File: src/design/ppa_pkg.sv
// Package for the pointer packet assembler: event layout, framing states and sizes.
// Used by every module of the block but ppa_ram; depends on nothing.
`default_nettype none

package ppa_pkg;

  localparam int unsigned QUEUE_DEPTH = 64;
  localparam int unsigned PTR_W       = $clog2(QUEUE_DEPTH);

  localparam int unsigned BYTE_W      = 8;
  localparam int unsigned EVENT_W     = 23;
  localparam int unsigned TDATA_IN_W  = 8;
  localparam int unsigned TDATA_OUT_W = 24;
  localparam int unsigned TUSER_OUT_W = 2;

  localparam int unsigned APB_ADDR_W  = 3;
  localparam int unsigned APB_DATA_W  = 32;
  localparam int unsigned REG_IDX_W   = APB_ADDR_W - 2;

  localparam logic [REG_IDX_W-1:0] REG_WHEEL_ENABLED = '0;

  localparam logic [BYTE_W-1:0] SYNC_MASK     = 8'h08;
  localparam logic [BYTE_W-1:0] OVERFLOW_MASK = 8'hC0;
  localparam logic [BYTE_W-1:0] NIBBLE_MASK   = 8'h0F;

  localparam logic ACTION_BYTE = 1'b0;
  localparam logic ACTION_TAKE = 1'b1;

  typedef enum logic [1:0] {
    POS_FIRST,
    POS_SECOND,
    POS_THIRD,
    POS_WHEEL
  } byte_pos_e;

  typedef struct packed {
    logic [3:0] delta_z;
    logic [7:0] delta_y;
    logic [7:0] delta_x;
    logic       middle_button;
    logic       right_button;
    logic       left_button;
  } event_t;

  typedef struct packed {
    logic   push;
    event_t evt;
  } push_req_t;

  typedef struct packed {
    logic hit;
    logic not_empty;
  } ring_status_t;

endpackage

`default_nettype wire

File: src/design/ppa_ram.sv
// Generic single-port-write, single-port-read RAM with a registered read.
// Stand-alone; no package needed.
`default_nettype none

module ppa_ram #(
  parameter int unsigned WIDTH = 8,
  parameter int unsigned DEPTH = 16
) (
  input  wire logic                     clk_i,
  input  wire logic                     we_i,
  input  wire logic [$clog2(DEPTH)-1:0] waddr_i,
  input  wire logic [WIDTH-1:0]         wdata_i,
  input  wire logic                     re_i,
  input  wire logic [$clog2(DEPTH)-1:0] raddr_i,
  output logic      [WIDTH-1:0]         rdata_o
);

  logic [WIDTH-1:0] mem_q [DEPTH];

  always_ff @(posedge clk_i) begin
    if (we_i) begin
      mem_q[waddr_i] <= wdata_i;
    end
    if (re_i) begin
      rdata_o <= mem_q[raddr_i];
    end
  end

endmodule

`default_nettype wire

File: src/design/ppa_framer.sv
// Byte framer: assembles three- or four-byte packets and issues event pushes.
// Depends on ppa_pkg.
`default_nettype none

module ppa_framer
  import ppa_pkg::*;
(
  input  wire logic              clk_i,
  input  wire logic              rst_ni,
  input  wire logic              byte_en_i,
  input  wire logic [BYTE_W-1:0] byte_i,
  input  wire logic              wheel_enabled_i,
  output push_req_t              push_o
);

  byte_pos_e         pos_q, pos_d;
  logic [BYTE_W-1:0] first_q, second_q, third_q;
  logic              finish;
  logic [BYTE_W-1:0] y_byte;
  logic [3:0]        z_nib;

  always_ff @(posedge clk_i or negedge rst_ni) begin
    if (!rst_ni) begin
      pos_q <= POS_FIRST;
    end else begin
      pos_q <= pos_d;
    end
  end

  always_ff @(posedge clk_i or negedge rst_ni) begin
    if (!rst_ni) begin
      first_q  <= '0;
      second_q <= '0;
      third_q  <= '0;
    end else if (byte_en_i) begin
      if (pos_q == POS_FIRST) begin
        first_q <= byte_i;
      end
      if (pos_q == POS_SECOND) begin
        second_q <= byte_i;
      end
      if (pos_q == POS_THIRD) begin
        third_q <= byte_i;
      end
    end
  end

  always_comb begin
    pos_d  = pos_q;
    finish = 1'b0;
    y_byte = third_q;
    z_nib  = '0;
    unique case (pos_q)
      POS_FIRST: begin
        if (byte_en_i && ((byte_i & SYNC_MASK) != '0)) begin
          pos_d = POS_SECOND;
        end
      end
      POS_SECOND: begin
        if (byte_en_i) begin
          pos_d = POS_THIRD;
        end
      end
      POS_THIRD: begin
        y_byte = byte_i;
        if (byte_en_i) begin
          if (wheel_enabled_i) begin
            pos_d = POS_WHEEL;
          end else begin
            pos_d  = POS_FIRST;
            finish = 1'b1;
          end
        end
      end
      POS_WHEEL: begin
        if (wheel_enabled_i) begin
          z_nib = 4'(byte_i & NIBBLE_MASK);
        end
        if (byte_en_i) begin
          pos_d  = POS_FIRST;
          finish = 1'b1;
        end
      end
      default: begin
        pos_d = POS_FIRST;
      end
    endcase
  end

  always_comb begin
    push_o.push              = finish && ((first_q & OVERFLOW_MASK) == '0);
    push_o.evt.left_button   = first_q[0];
    push_o.evt.right_button  = first_q[1];
    push_o.evt.middle_button = first_q[2];
    push_o.evt.delta_x       = second_q;
    push_o.evt.delta_y       = y_byte;
    push_o.evt.delta_z       = z_nib;
  end

endmodule

`default_nettype wire

File: src/design/ppa_ring.sv
// Event ring: read and write pointers around one event memory, push and pop.
// Depends on ppa_pkg and ppa_ram.
`default_nettype none

module ppa_ring
  import ppa_pkg::*;
(
  input  wire logic      clk_i,
  input  wire logic      rst_ni,
  input  push_req_t      push_i,
  input  wire logic      pop_i,
  output ring_status_t   status_o,
  output event_t         rdata_o
);

  logic [PTR_W-1:0] rp_q, rp_d, wp_q, wp_d;
  logic [PTR_W-1:0] wp_next, rp_next;
  logic             push_en, pop_en;
  logic [EVENT_W-1:0] ram_rdata;

  assign wp_next = (wp_q == PTR_W'(QUEUE_DEPTH - 1)) ? '0 : wp_q + 1'b1;
  assign rp_next = (rp_q == PTR_W'(QUEUE_DEPTH - 1)) ? '0 : rp_q + 1'b1;

  assign push_en = push_i.push && (wp_next != rp_q);
  assign pop_en  = pop_i && (rp_q != wp_q);

  assign wp_d = push_en ? wp_next : wp_q;
  assign rp_d = pop_en ? rp_next : rp_q;

  always_ff @(posedge clk_i or negedge rst_ni) begin
    if (!rst_ni) begin
      rp_q <= '0;
      wp_q <= '0;
    end else begin
      rp_q <= rp_d;
      wp_q <= wp_d;
    end
  end

  ppa_ram #(
    .WIDTH(EVENT_W),
    .DEPTH(QUEUE_DEPTH)
  ) u_ram (
    .clk_i  (clk_i),
    .we_i   (push_en),
    .waddr_i(wp_q),
    .wdata_i(push_i.evt),
    .re_i   (pop_en),
    .raddr_i(rp_q),
    .rdata_o(ram_rdata)
  );

  assign rdata_o            = event_t'(ram_rdata);
  assign status_o.hit       = pop_en;
  assign status_o.not_empty = (rp_d != wp_d);

  assert property (@(posedge clk_i) disable iff (!rst_ni) pop_en |-> (rp_q != wp_q))
    else $error("Event memory read issued on an empty ring.");

  assert property (@(posedge clk_i) disable iff (!rst_ni) push_en |=> (rp_q != wp_q))
    else $error("Ring empty after an accepted push.");

  assert property (@(posedge clk_i) disable iff (!rst_ni)
    (rp_q <= PTR_W'(QUEUE_DEPTH - 1)) && (wp_q <= PTR_W'(QUEUE_DEPTH - 1)))
    else $error("Ring pointer outside the memory.");

endmodule

`default_nettype wire

File: src/design/pointer_packet_assembler_fifo.sv
// Top level of the pointer packet assembler: streaming ports, register port, result pipeline.
// Depends on ppa_pkg, ppa_framer and ppa_ring.
// The block takes one word per clock cycle while the result stream does not stall, device
// bytes and event takes alike, and gives one result word for each from stage s2, after s1;
// s2 captures the registered event memory read. The memory needs no clearing after reset.
`default_nettype none

module pointer_packet_assembler_fifo
  import ppa_pkg::*;
(
  input  wire logic                   clk_i,
  input  wire logic                   rst_ni,
  input  wire logic                   s_axis_tvalid,
  output logic                        s_axis_tready,
  input  wire logic [TDATA_IN_W-1:0]  s_axis_tdata,   // [7:0] data_byte
  input  wire logic                   s_axis_tuser,   // [0] action
  output logic                        m_axis_tvalid,
  input  wire logic                   m_axis_tready,
  output logic      [TDATA_OUT_W-1:0] m_axis_tdata,   // [0] left, [1] right, [2] middle,
                                                      // [10:3] delta_x, [18:11] delta_y,
                                                      // [22:19] delta_z, [23] zero
  output logic      [TUSER_OUT_W-1:0] m_axis_tuser,   // [0] event_valid, [1] queue_not_empty
  input  wire logic                   psel,
  input  wire logic                   penable,
  input  wire logic                   pwrite,
  input  wire logic [APB_ADDR_W-1:0]  paddr,
  input  wire logic [APB_DATA_W-1:0]  pwdata,
  output logic      [APB_DATA_W-1:0]  prdata,
  output logic                        pready
);

  logic         wheel_q;
  logic         accept, advance;
  logic         reg_hit;
  push_req_t    push_req;
  ring_status_t ring_status;
  event_t       ring_rdata;

  logic         s1_valid_q, s1_hit_q, s1_ne_q;
  logic         s2_valid_q, s2_hit_q, s2_ne_q;
  event_t       s2_evt_q;

  assign pready  = 1'b1;
  assign reg_hit = (paddr[APB_ADDR_W-1:2] == REG_WHEEL_ENABLED);
  assign prdata  = reg_hit ? {{(APB_DATA_W-1){1'b0}}, wheel_q} : '0;

  always_ff @(posedge clk_i or negedge rst_ni) begin
    if (!rst_ni) begin
      wheel_q <= 1'b0;
    end else if (psel && penable && pwrite && pready && reg_hit) begin
      wheel_q <= pwdata[0];
    end
  end

  assign advance       = !s2_valid_q || m_axis_tready;
  assign s_axis_tready = !s1_valid_q || advance;
  assign accept        = s_axis_tvalid && s_axis_tready;

  ppa_framer u_framer (
    .clk_i          (clk_i),
    .rst_ni         (rst_ni),
    .byte_en_i      (accept && (s_axis_tuser == ACTION_BYTE)),
    .byte_i         (s_axis_tdata),
    .wheel_enabled_i(wheel_q),
    .push_o         (push_req)
  );

  ppa_ring u_ring (
    .clk_i   (clk_i),
    .rst_ni  (rst_ni),
    .push_i  (push_req),
    .pop_i   (accept && (s_axis_tuser == ACTION_TAKE)),
    .status_o(ring_status),
    .rdata_o (ring_rdata)
  );

  always_ff @(posedge clk_i or negedge rst_ni) begin
    if (!rst_ni) begin
      s1_valid_q <= 1'b0;
      s2_valid_q <= 1'b0;
    end else begin
      if (accept) begin
        s1_valid_q <= 1'b1;
      end else if (advance) begin
        s1_valid_q <= 1'b0;
      end
      if (advance) begin
        s2_valid_q <= s1_valid_q;
      end
    end
  end

  always_ff @(posedge clk_i) begin
    if (accept) begin
      s1_hit_q <= ring_status.hit;
      s1_ne_q  <= ring_status.not_empty;
    end
    if (advance && s1_valid_q) begin
      s2_hit_q <= s1_hit_q;
      s2_ne_q  <= s1_ne_q;
      s2_evt_q <= s1_hit_q ? ring_rdata : '0;
    end
  end

  assign m_axis_tvalid = s2_valid_q;
  assign m_axis_tdata  = {1'b0, s2_evt_q};
  assign m_axis_tuser  = {s2_ne_q, s2_hit_q};

  assert property (@(posedge clk_i) disable iff (!rst_ni) accept |=> s1_valid_q)
    else $error("Accepted word did not enter the result pipeline.");

  assert property (@(posedge clk_i) disable iff (!rst_ni)
    (s1_valid_q && s1_hit_q && !advance) |=> (s1_valid_q && $stable(ring_rdata)))
    else $error("Pending read data changed while the result pipeline stalled.");

  assert property (@(posedge clk_i) disable iff (!rst_ni)
    (s2_valid_q && !s2_hit_q) |-> (s2_evt_q == '0))
    else $error("Result without an event carries non-zero fields.");

endmodule

`default_nettype wire

File: config.mk
export PLATFORM = sky130hd
export DESIGN_NAME = pointer_packet_assembler_fifo
export DESIGN_NICKNAME = d
export VERILOG_FILES = /design/src/design/ppa_pkg.sv /design/src/design/ppa_ram.sv /design/src/design/ppa_framer.sv /design/src/design/ppa_ring.sv /design/src/design/pointer_packet_assembler_fifo.sv
export SDC_FILE = /design/constraint.sdc
export NUM_CORES = 2
export LEC_CHECK = 0
export BUFFER_PORTS_ARGS = -buffer_cell sky130_fd_sc_hd__buf_2
export CORE_ASPECT_RATIO = 1.5
export CORE_UTILIZATION = 50
export DETAILED_ROUTE_END_ITERATION = 6
export PLACE_DENSITY = 0.75
export SLEW_MARGIN = 20
export SYNTH_ARGS = -nofsm -noshare
export SYNTH_HDL_FRONTEND = slang
export SYNTH_SLANG_ARGS = --single-unit
File: constraint.sdc
create_clock -name clk_i -period 4 [get_ports clk_i]
set_input_delay 0.6 -clock clk_i [delete_from_list [all_inputs] [get_ports clk_i]]
set_output_delay 0.6 -clock clk_i [all_outputs]
set_load 0.02 [all_outputs]
==> summary.md <==
| Metric | Value |
|---|---|
| Status | complete, no violations |
| Reg2reg setup slack | 310 ps |
| Count of endpoints failing setup in the final report | 0 |
| Number of instances in the placed design | 4790 |
| Total negative slack for setup checks | 0 ps |
| Portion of the clock cycle consumed by the worst path in the final layout | 0.923 |
| Layout Nets | 3400 |
| Via density | 6.08 |
| Worst path arrival time | 4090 ps |
| Source-to-sink clock delay at the later pin of the worst-skew pair | 770 ps |
| Number of stages on the worst hold path | 2 |
| Count of different cell masters after synthesis | 64 |
| Clock transition time at the flip-flop clock pins of the worst setup and hold paths | 60 ps |
| Critical Path RT | 4390 ps |
| Post-layout minimum cycle time | 3690 ps |
| Proportion of layout cells with a drive suffix above 1 | 0.247 |
| Most common flop cell mapped by yosys | edfxtp_1 |
| Initial DRC count | 3374 |
| FF-to-FF path depth | 10 |
| RR Startpoint | u_ring.wp_q[3] |
| Global-route wire length before repair | 204 mm |
| Count of mapped cells out of synthesis | 3170 |
| Port buffer count | 45 |
| LEAKAGE | 22.3 nW |
| Worst-case hold path end point | u_framer.second_q[4] |
| Sequential area share after synthesis | 0.764 |
| Proportion of register bits with asynchronous set or reset after synthesis | 0.0244 |
| Placement-stage cell area | 0.0645 mm2 |
| Number of enable flip-flop cells after synthesis | 1522 |
| Dpl ws | 248 ps |
| Max Slew Vio Count | 0 |
| Die boundary height | 430 um |
| Peak ir drop on the vdd network | 0.569 mV |
| Count of standard-cell rows | 156 |
| Clk Tree Root Cell | clkbuf_16 |
| DIE AREA | 0.124 mm2 |
| Clock tree skew after final layout | 38.7 ps |
| Post-synthesis register bit count | 1560 |
| Antenna-violating nets left | 0 |
| Post-route cell area | 0.0688 mm2 |
| Worst flop-to-flop path endpoint | u_ring.u_ram.mem_q[12][22] |
| Final non-filler cell total | 5033 |
| Vias in the first global route | 30500 |
| DRC violations left | 0 |
| Maximum buffer depth of the clock tree | 3 |
| Maximum level of the CTS H-tree | 4 |
| Clock tree from TritonCTS | done |
| Antenna violations before repair | 8 |
| Startpoint types | register |
| Hold Startpoint | s_axis_tdata[4] |
| Final Wtd Congestion | 0.896 |
| Pre-antenna DRT Iters | 5 |
| Min-delay worst type | primary input to register |
| Routed wire length | 142 mm |
| Overall routing resource usage | 0.232 |
| Worst setup path startpoint | u_ring.wp_q[3] |
| Warnings from Yosys | 0 |
| Peak clock frequency supported by timing | 0.271 GHz |
| Category of the critical setup timing path | register to register |
| Pwr Density | 716 mW/mm2 |
| Largest net degree at the start of global routing | 127 |
| Mapped Area | 0.0611 mm2 |
| Power after layout | 49.2 mW |
| Biggest fanout along the worst timing path | 23 |
| Number of max-capacitance violations reported | 0 |
| Overflow left after global routing | 0 |
| Setup repair after global routing missed its margin | no |
| Worst-Margin Slew | 1090 ps |
| Least setup slack across all paths after layout | 307 ps |
| # clock sinks | 1560 |
| Core area | 0.121 mm2 |
| Routed wire per std cell | 28.3 um |
| Final count of hold timing violations | 0 |
| Buffers inserted during post-CTS setup optimization | 0 |
| Worst slew slack as a fraction of its limit | 0.271 |
| Starting density of the core | 0.505 |
| Vias post-DR | 30600 |
| TritonCTS buffer count | 133 |
| Dpl hpwl | 79.4 mm |
| Layout area overhead | 12.6% |
| Die X-Extent | 287 um |
| Top Ports | 112 |
| Avg Inst Size Synth | 19.3 um2 |
| Critical path endpoint category | register |
-- cell type report --
type / count / area, um2
timing repair buffer: 223 / 2150
multi-input combinational: 1425 / 13700
clock buffer: 170 / 3670
tap: 1580 / 1980
sequential: 1560 / 46700
inverter: 4 / 15.0
fill: 8478 / 52100
clock inverter: 67 / 537
antenna: 4 / 10.0
-- cells by family after synthesis --
family	share of synthesized area
flip-flops	0.764
multiplexers	0.145
AO/OA/AOI/OAI	0.0501
AND/OR/NAND/NOR	0.0209
buffers and inverters	0.0169
XOR/XNOR	0.00266
adder cells (fa/ha/maj)	0.000410
other	0.000123
-- registers in the layout, summed over array words and instances (netlist names), 2 cells and up --
signal and cells:
m_axis_tdata 23, u_framer.first_q 5, u_framer.pos_q 2, u_framer.second_q 8
u_framer.third_q 8, u_ring.rp_q 6, u_ring.u_ram.mem_q 1472, u_ring.u_ram.rdata_o 23
u_ring.wp_q 6
-- critical path, stage by stage, from the launching register on --
cell	delay, ps
dfrtp_1	760
nand3_4	120
buf_4	220
nor2_1	190
a21oi_2	70
o2111ai_2	290
nand2_1	280
nor2_1	280
nand2_1	450
nor2_2	220
buf_4	430
-- stage by stage --
step	hold slack (ps)	utilization
4_1_cts	53.6	0.569
2_1_floorplan	304	-
3_3_place_gp	468	0.534
6_report	105	0.569
3_5_place_dp	469	0.534
5_1_grt	73.9	0.569
-- where the power goes --
group | internal (mW) | switching, mW | total, mW
combinational | 5.77 | 9.13 | 14.9
clock | 6.95 | 5.58 | 12.5
sequential | 20.4 | 1.38 | 21.8
-- Yosys cell counts, types with 3 or more instances --
cell / instances / area share
a21oi_1: 186 / 0.015
buf_6: 6 / 0.0011
inv_1: 4 / 0.00025
mux2i_1: 277 / 0.045
buf_2: 13 / 0.0011
nand2_1: 117 / 0.0072
nand2b_1: 5 / 0.00051
o221ai_1: 92 / 0.013
mux4_2: 207 / 0.076
nand3b_1: 6 / 0.00074
edfxtp_1: 1522 / 0.75
and3_1: 4 / 0.00041
buf_1: 56 / 0.0034
o22ai_1: 93 / 0.0095
and2_1: 30 / 0.0031
nor3_1: 4 / 0.00033
mux2_2: 124 / 0.023
buf_4: 37 / 0.0045
nor2b_1: 3 / 0.00031
xnor2_1: 6 / 0.00086
nand3_1: 7 / 0.00057
nor2_1: 77 / 0.0047
o21ai_0: 101 / 0.0083
clkbuf_1: 98 / 0.0060
dfrtp_1: 38 / 0.016
xor2_1: 8 / 0.0011
-- layer usage --
metal / vias to the layer above / track usage / wire [um]
li1: 13200 / - / -
met1: 15800 / 0.277 / 51000
met2: 1309 / 0.407 / 74100
met3: 285 / 0.0410 / 10000
met4: 10 / 0.106 / 6990
met5: - / 0 / 69
-- cells in the final DEF, fill, tap and decap left out, types with 5 or more instances in the layout --
cell type   instances
o21ai_0           101
xnor2_1             6
dfrtp_4            14
o22ai_1            93
clkinv_4            5
mux2i_1           277
dfrtp_1            22
nor2_2             64
buf_2              45
nand3_1             7
xor2_1              8
clkinv_1           22
nor2_1             13
nand2_1           116
buf_12             47
and2_1             24
clkbuf_16         142
edfxtp_1         1522
mux2_2            121
nand3b_1            6
a21oi_1           186
clkinvlp_4          8
bufinv_16           7
conb_1             33
o221ai_1           92
clkbuf_1           27
mux4_2            207
clkinv_2           23
buf_4             130
-- how the worst max path moves through the flow --
stage | end | slack, ps | depth (start not counted)
after floorplan | s1_ne_q | 290 | 8
after global placement | u_ring.u_ram.mem_q[12][2] | 300 | 9
after detailed placement | u_ring.u_ram.mem_q[12][2] | 250 | 9
after CTS | u_ring.u_ram.mem_q[12][8] | 380 | 10
after global routing | u_ring.u_ram.mem_q[12][8] | 110 | 10
final | u_ring.u_ram.mem_q[12][22] | 310 | 10
-- timing repair --
action | 4_1_cts | 5_1_grt
resized for setup | 0 | 0
endpoints found under the setup margin | 0 | 0
endpoints found under the hold margin | 1 | 0
hold buffers | 1 | 0
(Power assumes the default switching activity.)
